--- src/hw/rtl/assert_macros.svh ---
// Assertion helpers for the RTL.
`ifndef ASSERT_MACROS_SVH
`define ASSERT_MACROS_SVH

// Clocked check, disabled while reset is asserted.
`define ASSERT_CLK(lbl, prop, msg) \
  lbl: assert property (@(posedge clk) disable iff (!rst_n) prop) else $error(msg);

// Clocked check that also holds during reset.
`define ASSERT_ALWAYS(lbl, prop, msg) \
  lbl: assert property (@(posedge clk) prop) else $error(msg);

`endif

--- src/hw/rtl/lruttl_pkg.sv ---
package lruttl_pkg;

  localparam int unsigned DEPTH_DEF       = 16;
  localparam int unsigned KEY_WIDTH_DEF   = 32;
  localparam int unsigned VALUE_WIDTH_DEF = 32;

  localparam int unsigned FIELD_W = 32;  // key, value and data port width
  localparam int unsigned TIME_W  = 32;
  localparam int unsigned LIMIT_W = 5;
  localparam int unsigned COUNT_W = 5;   // entry_count port width
  localparam int unsigned CFG_IDX_W = 2;

  typedef enum logic [1:0] {
    CMD_GET   = 2'd0,
    CMD_PUT   = 2'd1,
    CMD_CLEAR = 2'd2,
    CMD_TICK  = 2'd3
  } cmd_t;

  localparam logic [CFG_IDX_W-1:0] CFG_LIMIT = 2'd0;
  localparam logic [CFG_IDX_W-1:0] CFG_TTL   = 2'd1;

  localparam logic [LIMIT_W-1:0] LIMIT_RST = 5'd16;
  localparam logic [TIME_W-1:0]  TTL_RST   = 32'd1000;

  typedef enum logic [2:0] {
    S_IDLE,
    S_SCAN,
    S_DEC,
    S_UPD,
    S_RESP
  } state_t;

endpackage

--- src/hw/rtl/lruttl_mem.sv ---
module lruttl_mem #(
  parameter int unsigned DEPTH = 16,
  parameter int unsigned AW    = 4,
  parameter int unsigned DW    = 100
) (
  input  logic          clk,
  input  logic          we,
  input  logic [AW-1:0] waddr,
  input  logic [DW-1:0] wdata,
  input  logic [AW-1:0] raddr,
  output logic [DW-1:0] rdata
);

  logic [DW-1:0] mem [DEPTH];
  logic [DW-1:0] rdata_r;

  always_ff @(posedge clk) begin
    if (we) begin
      mem[waddr] <= wdata;
    end
  end

  always_ff @(posedge clk) begin
    rdata_r <= mem[raddr];
  end

  assign rdata = rdata_r;

endmodule

--- src/hw/rtl/lru_cache_with_ttl_core.sv ---
// Fully associative key/value cache, LRU replacement, TTL expiry.
// One item in, one result out. Entries (key, value, stamp, recency rank)
// live in a single-port-read, single-port-write RAM with a registered
// read; valid bits, entry count and time sit in flops. Every get and put
// walks the whole RAM one entry per cycle in a scan pass, so the time it
// takes grows with DEPTH; a put then makes a read-modify-write pass that
// renumbers ranks. A new item is taken once the previous one has finished
// its work, even if its result has not yet been taken: the result
// register then holds until out_ready. Config writes are always accepted;
// entry_limit 0 behaves as 1, above DEPTH as DEPTH.
module lru_cache_with_ttl_core
  import lruttl_pkg::*;
#(
  parameter int unsigned DEPTH       = DEPTH_DEF,
  parameter int unsigned KEY_WIDTH   = KEY_WIDTH_DEF,
  parameter int unsigned VALUE_WIDTH = VALUE_WIDTH_DEF
) (
  input  logic                 clk,
  input  logic                 rst_n,
  // command transfer
  input  logic                 in_valid,
  output logic                 in_ready,
  input  logic [1:0]           in_cmd,
  input  logic [FIELD_W-1:0]   in_lookup_key,
  input  logic [FIELD_W-1:0]   in_put_value,
  // result transfer
  output logic                 out_valid,
  input  logic                 out_ready,
  output logic                 out_hit,
  output logic [FIELD_W-1:0]   out_read_value,
  output logic                 out_evicted,
  output logic [COUNT_W-1:0]   out_entry_count,
  // config transfer
  input  logic                 cfg_valid,
  output logic                 cfg_ready,
  input  logic [CFG_IDX_W-1:0] cfg_index,
  input  logic [FIELD_W-1:0]   cfg_data
);

  `include "assert_macros.svh"

  localparam int unsigned AW = $clog2(DEPTH);
  localparam int unsigned CW = $clog2(DEPTH + 1);
  localparam int unsigned PW = AW + 1;
  // RAM word: {key, value, stamp, rank}
  localparam int unsigned DW = KEY_WIDTH + VALUE_WIDTH + TIME_W + AW;
  localparam int unsigned RK_LO = 0;
  localparam int unsigned ST_LO = AW;
  localparam int unsigned VL_LO = AW + TIME_W;
  localparam int unsigned KY_LO = AW + TIME_W + VALUE_WIDTH;

  state_t state_r, state_nxt;

  // config
  logic [LIMIT_W-1:0] limit_r;
  logic [TIME_W-1:0]  ttl_r;
  logic [CW-1:0]      eff_lim;

  // cache state in flops
  logic [DEPTH-1:0]   valid_r;
  logic [CW-1:0]      count_r;
  logic [TIME_W-1:0]  time_r;

  // current item
  cmd_t                   cmd_r;
  logic [KEY_WIDTH-1:0]   key_r;
  logic [VALUE_WIDTH-1:0] val_r;

  // pass sequencing
  logic [PW-1:0] ph_r;
  logic [AW-1:0] sidx;
  logic          proc;

  // scan findings
  logic                   found_r;
  logic [AW-1:0]          match_idx_r;
  logic [AW-1:0]          match_rank_r;
  logic [VALUE_WIDTH-1:0] match_val_r;
  logic [TIME_W-1:0]      match_stamp_r;
  logic                   vic_found_r;
  logic [AW-1:0]          vic_idx_r;
  logic [AW-1:0]          vic_rank_r;
  logic                   free_found_r;
  logic [AW-1:0]          free_idx_r;

  // decision
  logic          evict;
  logic [AW-1:0] ins_slot;
  logic          ins_ok;
  logic [TIME_W-1:0] age;
  logic [AW-1:0] slot_r;
  logic          upd_hit_r;
  logic          upd_ins_r;

  // result
  logic                   res_hit_r;
  logic [FIELD_W-1:0]     res_val_r;
  logic                   res_evict_r;
  logic                   out_valid_r;
  logic                   out_hit_r;
  logic [FIELD_W-1:0]     out_val_r;
  logic                   out_evict_r;
  logic [COUNT_W-1:0]     out_cnt_r;

  // RAM port
  logic                   mem_we;
  logic [DW-1:0]          mem_wdata;
  logic [DW-1:0]          mem_rdata;
  logic [KEY_WIDTH-1:0]   rd_key;
  logic [VALUE_WIDTH-1:0] rd_val;
  logic [TIME_W-1:0]      rd_stamp;
  logic [AW-1:0]          rd_rank;

  logic in_fire;
  logic load_out;

  lruttl_mem #(
    .DEPTH (DEPTH),
    .AW    (AW),
    .DW    (DW)
  ) u_mem (
    .clk   (clk),
    .we    (mem_we),
    .waddr (sidx),
    .wdata (mem_wdata),
    .raddr (ph_r[AW-1:0]),
    .rdata (mem_rdata)
  );

  assign rd_key   = mem_rdata[KY_LO +: KEY_WIDTH];
  assign rd_val   = mem_rdata[VL_LO +: VALUE_WIDTH];
  assign rd_stamp = mem_rdata[ST_LO +: TIME_W];
  assign rd_rank  = mem_rdata[RK_LO +: AW];

  // entry whose read data is on the RAM output this cycle
  assign sidx = AW'(ph_r - PW'(1));
  assign proc = (ph_r != '0);

  always_comb begin
    if (limit_r == '0) begin
      eff_lim = CW'(1);
    end else if (32'(limit_r) > 32'(DEPTH)) begin
      eff_lim = CW'(DEPTH);
    end else begin
      eff_lim = CW'(limit_r);
    end
  end

  assign evict = !found_r && (count_r >= eff_lim) && (count_r != '0) && vic_found_r;
  assign ins_ok = evict || free_found_r;
  // first free slot once the victim has gone
  assign ins_slot = (evict && !(free_found_r && free_idx_r < vic_idx_r)) ? vic_idx_r
                                                                         : free_idx_r;
  assign age = time_r - match_stamp_r;

  // ---------------- FSM: next state ----------------
  always_comb begin
    state_nxt = state_r;
    case (state_r)
      S_IDLE: begin
        if (in_valid) begin
          if (cmd_t'(in_cmd) == CMD_GET || cmd_t'(in_cmd) == CMD_PUT) begin
            state_nxt = S_SCAN;
          end else begin
            state_nxt = S_RESP;
          end
        end
      end
      S_SCAN: begin
        if (ph_r == PW'(DEPTH)) state_nxt = S_DEC;
      end
      S_DEC: begin
        state_nxt = (cmd_r == CMD_PUT) ? S_UPD : S_RESP;
      end
      S_UPD: begin
        if (ph_r == PW'(DEPTH)) state_nxt = S_RESP;
      end
      S_RESP: begin
        if (!out_valid_r || out_ready) state_nxt = S_IDLE;
      end
      default: state_nxt = S_IDLE;
    endcase
  end

  // ---------------- FSM: outputs ----------------
  always_comb begin
    in_ready = 1'b0;
    load_out = 1'b0;
    case (state_r)
      S_IDLE: in_ready = 1'b1;
      S_RESP: load_out = !out_valid_r || out_ready;
      default: begin
        in_ready = 1'b0;
        load_out = 1'b0;
      end
    endcase
  end

  assign in_fire = in_valid && in_ready;
  assign cfg_ready = 1'b1;

  // write-back during the update pass
  always_comb begin
    mem_we    = 1'b0;
    mem_wdata = mem_rdata;
    if (state_r == S_UPD && proc) begin
      if (sidx == slot_r && (upd_hit_r || upd_ins_r)) begin
        mem_we    = 1'b1;
        mem_wdata = {key_r, val_r, time_r, AW'(0)};
      end else if (valid_r[sidx] &&
                   (upd_ins_r || (upd_hit_r && rd_rank < match_rank_r))) begin
        mem_we    = 1'b1;
        mem_wdata = {rd_key, rd_val, rd_stamp, AW'(rd_rank + AW'(1))};
      end
    end
  end

  always_ff @(posedge clk) begin
    if (!rst_n) begin
      state_r <= S_IDLE;
    end else begin
      state_r <= state_nxt;
    end
  end

  // config registers
  always_ff @(posedge clk) begin
    if (!rst_n) begin
      limit_r <= LIMIT_RST;
      ttl_r   <= TTL_RST;
    end else if (cfg_valid && cfg_ready) begin
      if (cfg_index == CFG_LIMIT) limit_r <= LIMIT_W'(cfg_data);
      if (cfg_index == CFG_TTL)   ttl_r   <= TIME_W'(cfg_data);
    end
  end

  // control state: valid bits, count, time, pass counter
  always_ff @(posedge clk) begin
    if (!rst_n) begin
      valid_r <= '0;
      count_r <= '0;
      time_r  <= '0;
      ph_r    <= '0;
    end else begin
      if (state_r == S_SCAN || state_r == S_UPD) begin
        ph_r <= (ph_r == PW'(DEPTH)) ? '0 : PW'(ph_r + PW'(1));
      end else begin
        ph_r <= '0;
      end
      if (in_fire && cmd_t'(in_cmd) == CMD_CLEAR) begin
        valid_r <= '0;
        count_r <= '0;
      end
      if (in_fire && cmd_t'(in_cmd) == CMD_TICK) begin
        time_r <= time_r + TIME_W'(1);
      end
      if (state_r == S_DEC && cmd_r == CMD_PUT && !found_r) begin
        if (evict) valid_r[vic_idx_r] <= 1'b0;
        if (ins_ok) valid_r[ins_slot] <= 1'b1;
        count_r <= CW'(count_r - CW'(evict) + CW'(ins_ok));
      end
    end
  end

  // item capture, scan bookkeeping, decision (payload, no reset)
  always_ff @(posedge clk) begin
    if (in_fire) begin
      cmd_r        <= cmd_t'(in_cmd);
      key_r        <= KEY_WIDTH'(in_lookup_key);
      val_r        <= VALUE_WIDTH'(in_put_value);
      found_r      <= 1'b0;
      vic_found_r  <= 1'b0;
      free_found_r <= 1'b0;
      res_hit_r    <= 1'b0;
      res_val_r    <= '0;
      res_evict_r  <= 1'b0;
      upd_hit_r    <= 1'b0;
      upd_ins_r    <= 1'b0;
    end
    if (state_r == S_SCAN && proc) begin
      if (valid_r[sidx]) begin
        if (!found_r && rd_key == key_r) begin
          found_r       <= 1'b1;
          match_idx_r   <= sidx;
          match_rank_r  <= rd_rank;
          match_val_r   <= rd_val;
          match_stamp_r <= rd_stamp;
        end
        if (!vic_found_r || rd_rank > vic_rank_r) begin
          vic_found_r <= 1'b1;
          vic_idx_r   <= sidx;
          vic_rank_r  <= rd_rank;
        end
      end else if (!free_found_r) begin
        free_found_r <= 1'b1;
        free_idx_r   <= sidx;
      end
    end
    if (state_r == S_DEC) begin
      if (cmd_r == CMD_GET) begin
        res_hit_r <= found_r && (age <= ttl_r);
        res_val_r <= (found_r && (age <= ttl_r)) ? FIELD_W'(match_val_r) : '0;
      end else begin
        res_evict_r <= evict;
        upd_hit_r   <= found_r;
        upd_ins_r   <= !found_r && ins_ok;
        slot_r      <= found_r ? match_idx_r : ins_slot;
      end
    end
  end

  // result register: holds until taken, lets the next item start
  always_ff @(posedge clk) begin
    if (!rst_n) begin
      out_valid_r <= 1'b0;
    end else if (load_out) begin
      out_valid_r <= 1'b1;
    end else if (out_ready) begin
      out_valid_r <= 1'b0;
    end
  end

  always_ff @(posedge clk) begin
    if (load_out) begin
      out_hit_r   <= res_hit_r;
      out_val_r   <= res_val_r;
      out_evict_r <= res_evict_r;
      out_cnt_r   <= COUNT_W'(count_r);
    end
  end

  assign out_valid       = out_valid_r;
  assign out_hit         = out_hit_r;
  assign out_read_value  = out_val_r;
  assign out_evicted     = out_evict_r;
  assign out_entry_count = out_cnt_r;

  // ---------------- checks ----------------
  `ASSERT_CLK(a_count_matches_valid, $countones(valid_r) == 32'(count_r), "count and valid bits disagree")
  `ASSERT_CLK(a_count_bound, count_r <= CW'(DEPTH), "entry count above depth")
  `ASSERT_CLK(a_busy_after_accept, in_fire |=> !in_ready, "new item taken while busy")
  `ASSERT_CLK(a_evict_not_hit, (out_valid && out_evicted) |-> !out_hit, "eviction flagged on a hit")

endmodule

--- config.mk ---
export PLATFORM = sky130hd
export DESIGN_NAME = lru_cache_with_ttl_core
export DESIGN_NICKNAME = d
export VERILOG_FILES = /design/src/hw/rtl/lruttl_pkg.sv /design/src/hw/rtl/lruttl_mem.sv /design/src/hw/rtl/lru_cache_with_ttl_core.sv
export VERILOG_INCLUDE_DIRS = /design/src /design/src/hw/rtl
export SDC_FILE = /design/constraint.sdc
export NUM_CORES = 2
export LEC_CHECK = 0
export BUFFER_PORTS_ARGS = -buffer_cell sky130_fd_sc_hd__buf_4
export CAP_MARGIN = 20
export CORE_UTILIZATION = 35
export CTS_BUF_LIST = sky130_fd_sc_hd__clkbuf_8
export CTS_CLUSTER_DIAMETER = 150
export CTS_CLUSTER_SIZE = 40
export DETAILED_ROUTE_END_ITERATION = 10
export HOLD_SLACK_MARGIN = 0.06
export PLACE_DENSITY_LB_ADDON = 0.1
export SYNTH_ARGS = -nofsm -noshare
export SYNTH_HDL_FRONTEND = slang
export SYNTH_SLANG_ARGS = --single-unit
--- constraint.sdc ---
create_clock -name clk -period 11.4 [get_ports clk]
set_clock_uncertainty 0.05 [all_clocks]
set_input_delay 1.14 -clock clk [delete_from_list [all_inputs] [get_ports clk]]
set_output_delay 1.14 -clock clk [all_outputs]
set_load 0.05 [all_outputs]
==> results.yml <==
run_status:
  outcome: "finished clean"
synth:
  syn-num-nets: 4158
  synth_cell_types: 79
  ys_seq_area_share_pct: 74.8
  yosys.area.top_type: "edfxtp_1"
  synth_cells: 3959
  synth.most_common_cell: "edfxtp_1"
  ys_top_cells_by_area: "edfxtp_1 (69%), mux4_2 (15%), dfxtp_1 (6.1%), nand2_1 (1.9%), ha_1 (1.5%)"
  ys_dominant_reg_cell: "edfxtp_1"
  synth-async-reset-ratio_pct: 0
  syn_area_per_cell_sq_um: 19.8
  synthesis.area_sq_mm: 0.0784
  synth_top_cells_by_count: "edfxtp_1 (1793), mux4_2 (505), nand2_1 (387), dfxtp_1 (238)"
  synth_top_area_share_pct: 68.7
  synth_edf_count: 1793
  yosys_warnings: 0
  synth-seq-cells: 2031
setup_path:
  cpMostUsedCell: "buf_4"
  path_max_fanout: 47
  path_buf_inv: 4
  crit_path_top_delay_cell: "buf_4"
  worstPathArrival_ns: 7.34
  critical_path_required_ns: 11.96
  critical_path.max_stage_delay_ns: 0.88
  cp_top_family: "buffers and inverters"
  start_kind: "flip-flop"
  cp-end-kind: "flip-flop"
  crit_chain: "inv_1, ha_1, xnor2_2, xnor2_1, a2111oi_2, nand3_4, buf_4, a21oi_1, and3_4, buf_4, buf_4"
  reg2reg_slack_ns: 4.62
  path_class: "flip-flop to flip-flop"
routing:
  via_count: 36600
  drc_errors: 0
  highest_layer: "met5"
  wl_met3_microns: 8180
  wl_met1_microns: 87600
  wire_per_inst_microns: 26.9
  drt_iter0_markers: 3150
  routed_wl_microns: 191000
  first_pass_iters: 5
  postRouteAntennaNets: 0
  via_per_inst: 5.17
  dr_wl_met2_microns: 92800
timing:
  hold_viol_final: 0
  tightest_slew_ns: 1.08
  hold_ws_ns: 0.243
  max_freq_ghz: 0.148
  final-setup-viol-count: 0
  finalMaxSlewViolations: 0
  period_share_pct: 59.5
  max_slew_margin_pct: 28.1
  rsz0062_at_grt: "false"
  worst_slack_ns: 4.62
  finalCriticalPeriod_ns: 6.78
  tns_ns: 0
power:
  p_comb_share_pct: 2.1
  p_int_mw: 8.63
  p_leak_nw: 19.5
  power_frac_clock_pct: 24.6
  p_sw_mw: 2.33
  finalPower_mw: 11.0
  powerDensity_mw_per_mm2: 130
  vdd_drop_max_mv: 0.113
  swShare_pct: 21.3
  seq_power_share_pct: 73.3
clock_tree:
  cts_buffer_depth: 3
  hold_buffers: 0
  worstSkewPairLatency_ns: 1.00
  cts_sinks: 2031
  root_buffer: "clkbuf_8"
  htreeDepth: 2
  post-cts-setup-buffer-count: 0
  path_clk_slew_ns: 0.25
  cts_tree: "built"
  numCtsBuffers: 59
  cts_resized: 0
floorplan:
  fp-row-count: 173
  dieArea_sq_mm: 0.226
  core_sq_mm: 0.222
  pin_count: 147
  initial_utilization_pct: 35.3
  die_y_microns: 475
  fp.dieW_microns: 475
placement:
  dp_slack_ns: 4.45
  dp_hpwl_microns: 108000
  placedInstanceArea_sq_mm: 0.0831
  io_buffers: 145
  place_congestion: 0.715
layout:
  syn_to_final_growth_pct: 7.56
  fillers: 20300
  fin_nets: 4256
  final_cell_area_sq_mm: 0.0843
  area.sequential_sq_mm: 0.0586
  multiInputGateArea_sq_mm: 0.0188
  layout-drive-gt1-share_pct: 20.4
grt:
  antenna_found_initial: 12
  grt_overflow_total: 0
  grt_start_max_net_pins: 139
  grt_pass1_vias: 37700
  grt_pass1_wl_microns: 276000
  groute.usage.overall_pct: 16.9
hold_path:
  hold_path.class: "primary input to flip-flop"
flow_run:
  max-cap-violations: 0
==> final timing paths <==
| check | to | cells past startpoint | start |
|---|---|---|---|
| max | u_mem.mem[4][72] | 11 | ph_r[0] |
| min | key_r[6] | 1 | in_lookup_key[6] |
| max reg2reg | u_mem.mem[4][72] | 11 | ph_r[0] |
| min reg2reg | match_stamp_r[15] | 0 | u_mem.rdata[19] |
==> area by class of cell <==
class	instances	share of cell area, %
well taps	2975	4.41
clock inverters	49	0.380
flip-flops and latches	2031	69.5
diodes	2	0.00594
repair buffers	213	2.00
multi-input cells	1651	22.2
inverters	101	0.453
clock buffers	60	0.979
==> power by group through the flow <==
| stage | Sequential, mW | Clock, mW | Combinational (mW) |
|---|---|---|---|
| 2_1_floorplan | 8.20 | 0 | 0.128 |
| 3_3_place_gp | 8.20 | 0 | 0.236 |
| 3_5_place_dp | 8.20 | 0 | 0.237 |
| 4_1_cts | 8.03 | 2.84 | 0.238 |
| 5_1_grt | 8.04 | 3.04 | 0.251 |
| 6_report | 8.03 | 2.70 | 0.230 |
==> worst register-to-register path, delay by kind of cell, from the launching register on <==
family          cells  cell delay, ns
buf+inv             4            2.29
fa+ha+maj           1            0.35
flops               1            0.79
compound gates      2            0.96
xor+xnor            2            0.71
simple gates        2            1.25
==> per-stage QoR <==
step / util [%] / instances
4_1_cts: 37.9 / 7076
2_1_floorplan: - / 3959
3_3_place_gp: 37.4 / 6965
6_report: 37.9 / 7082
5_1_grt: 37.9 / 7081
3_5_place_dp: 37.4 / 6967
==> cells in the final DEF (no fill, tap or decap), drive strengths merged, types with 19 or more instances in the layout <==
cell type  instances
a21boi            34
nor2b             26
and2              33
nand2            388
xnor2             49
ha                92
nor2              63
inv              147
nand4             19
clkbuf            60
mux4             505
edfxtp          1793
buf              213
a32o              36
o21ai             50
xor2              50
a21o              25
a21oi             41
dfxtp            238
and3              24
nand3             35
==> flip-flops by register name, summed over array words and instances (netlist names), 5 cells and up <==
signal and flops:
u_mem.mem 1600, u_mem.rdata 100, key_r 32, match_stamp_r 32
match_val_r 32, out_read_value 32, res_val_r 32, time_r 32
ttl_r 32, val_r 32, valid_r 16, count_r 5
limit_r 5, out_entry_count 5, ph_r 5
==> layer usage <==
| layer | global-route usage [%] | vias to the layer above |
|---|---|---|
| li1 | - | 15900 |
| met1 | 24.1 | 19900 |
| met2 | 27.9 | 648 |
| met3 | 2.31 | 103 |
| met4 | 2.48 | 6 |
| met5 | 0 | - |
==> cell families (layout without fill, tap and decap cells) <==
logic type,after synthesis,count (layout),synth area share [%]
AOI/OAI and AO/OA,267,267,2.51
xor gates and xnor gates,99,99,1.13
adders and majority gates,94,94,1.52
buffers and inverters,277,423,1.46
DFF,2031,2031,74.8
muxes,520,520,14.7
other,2,4,0.00958
and+or+nand+nor,669,669,3.91
No activity file was read; power rests on OpenSTA's default activity.
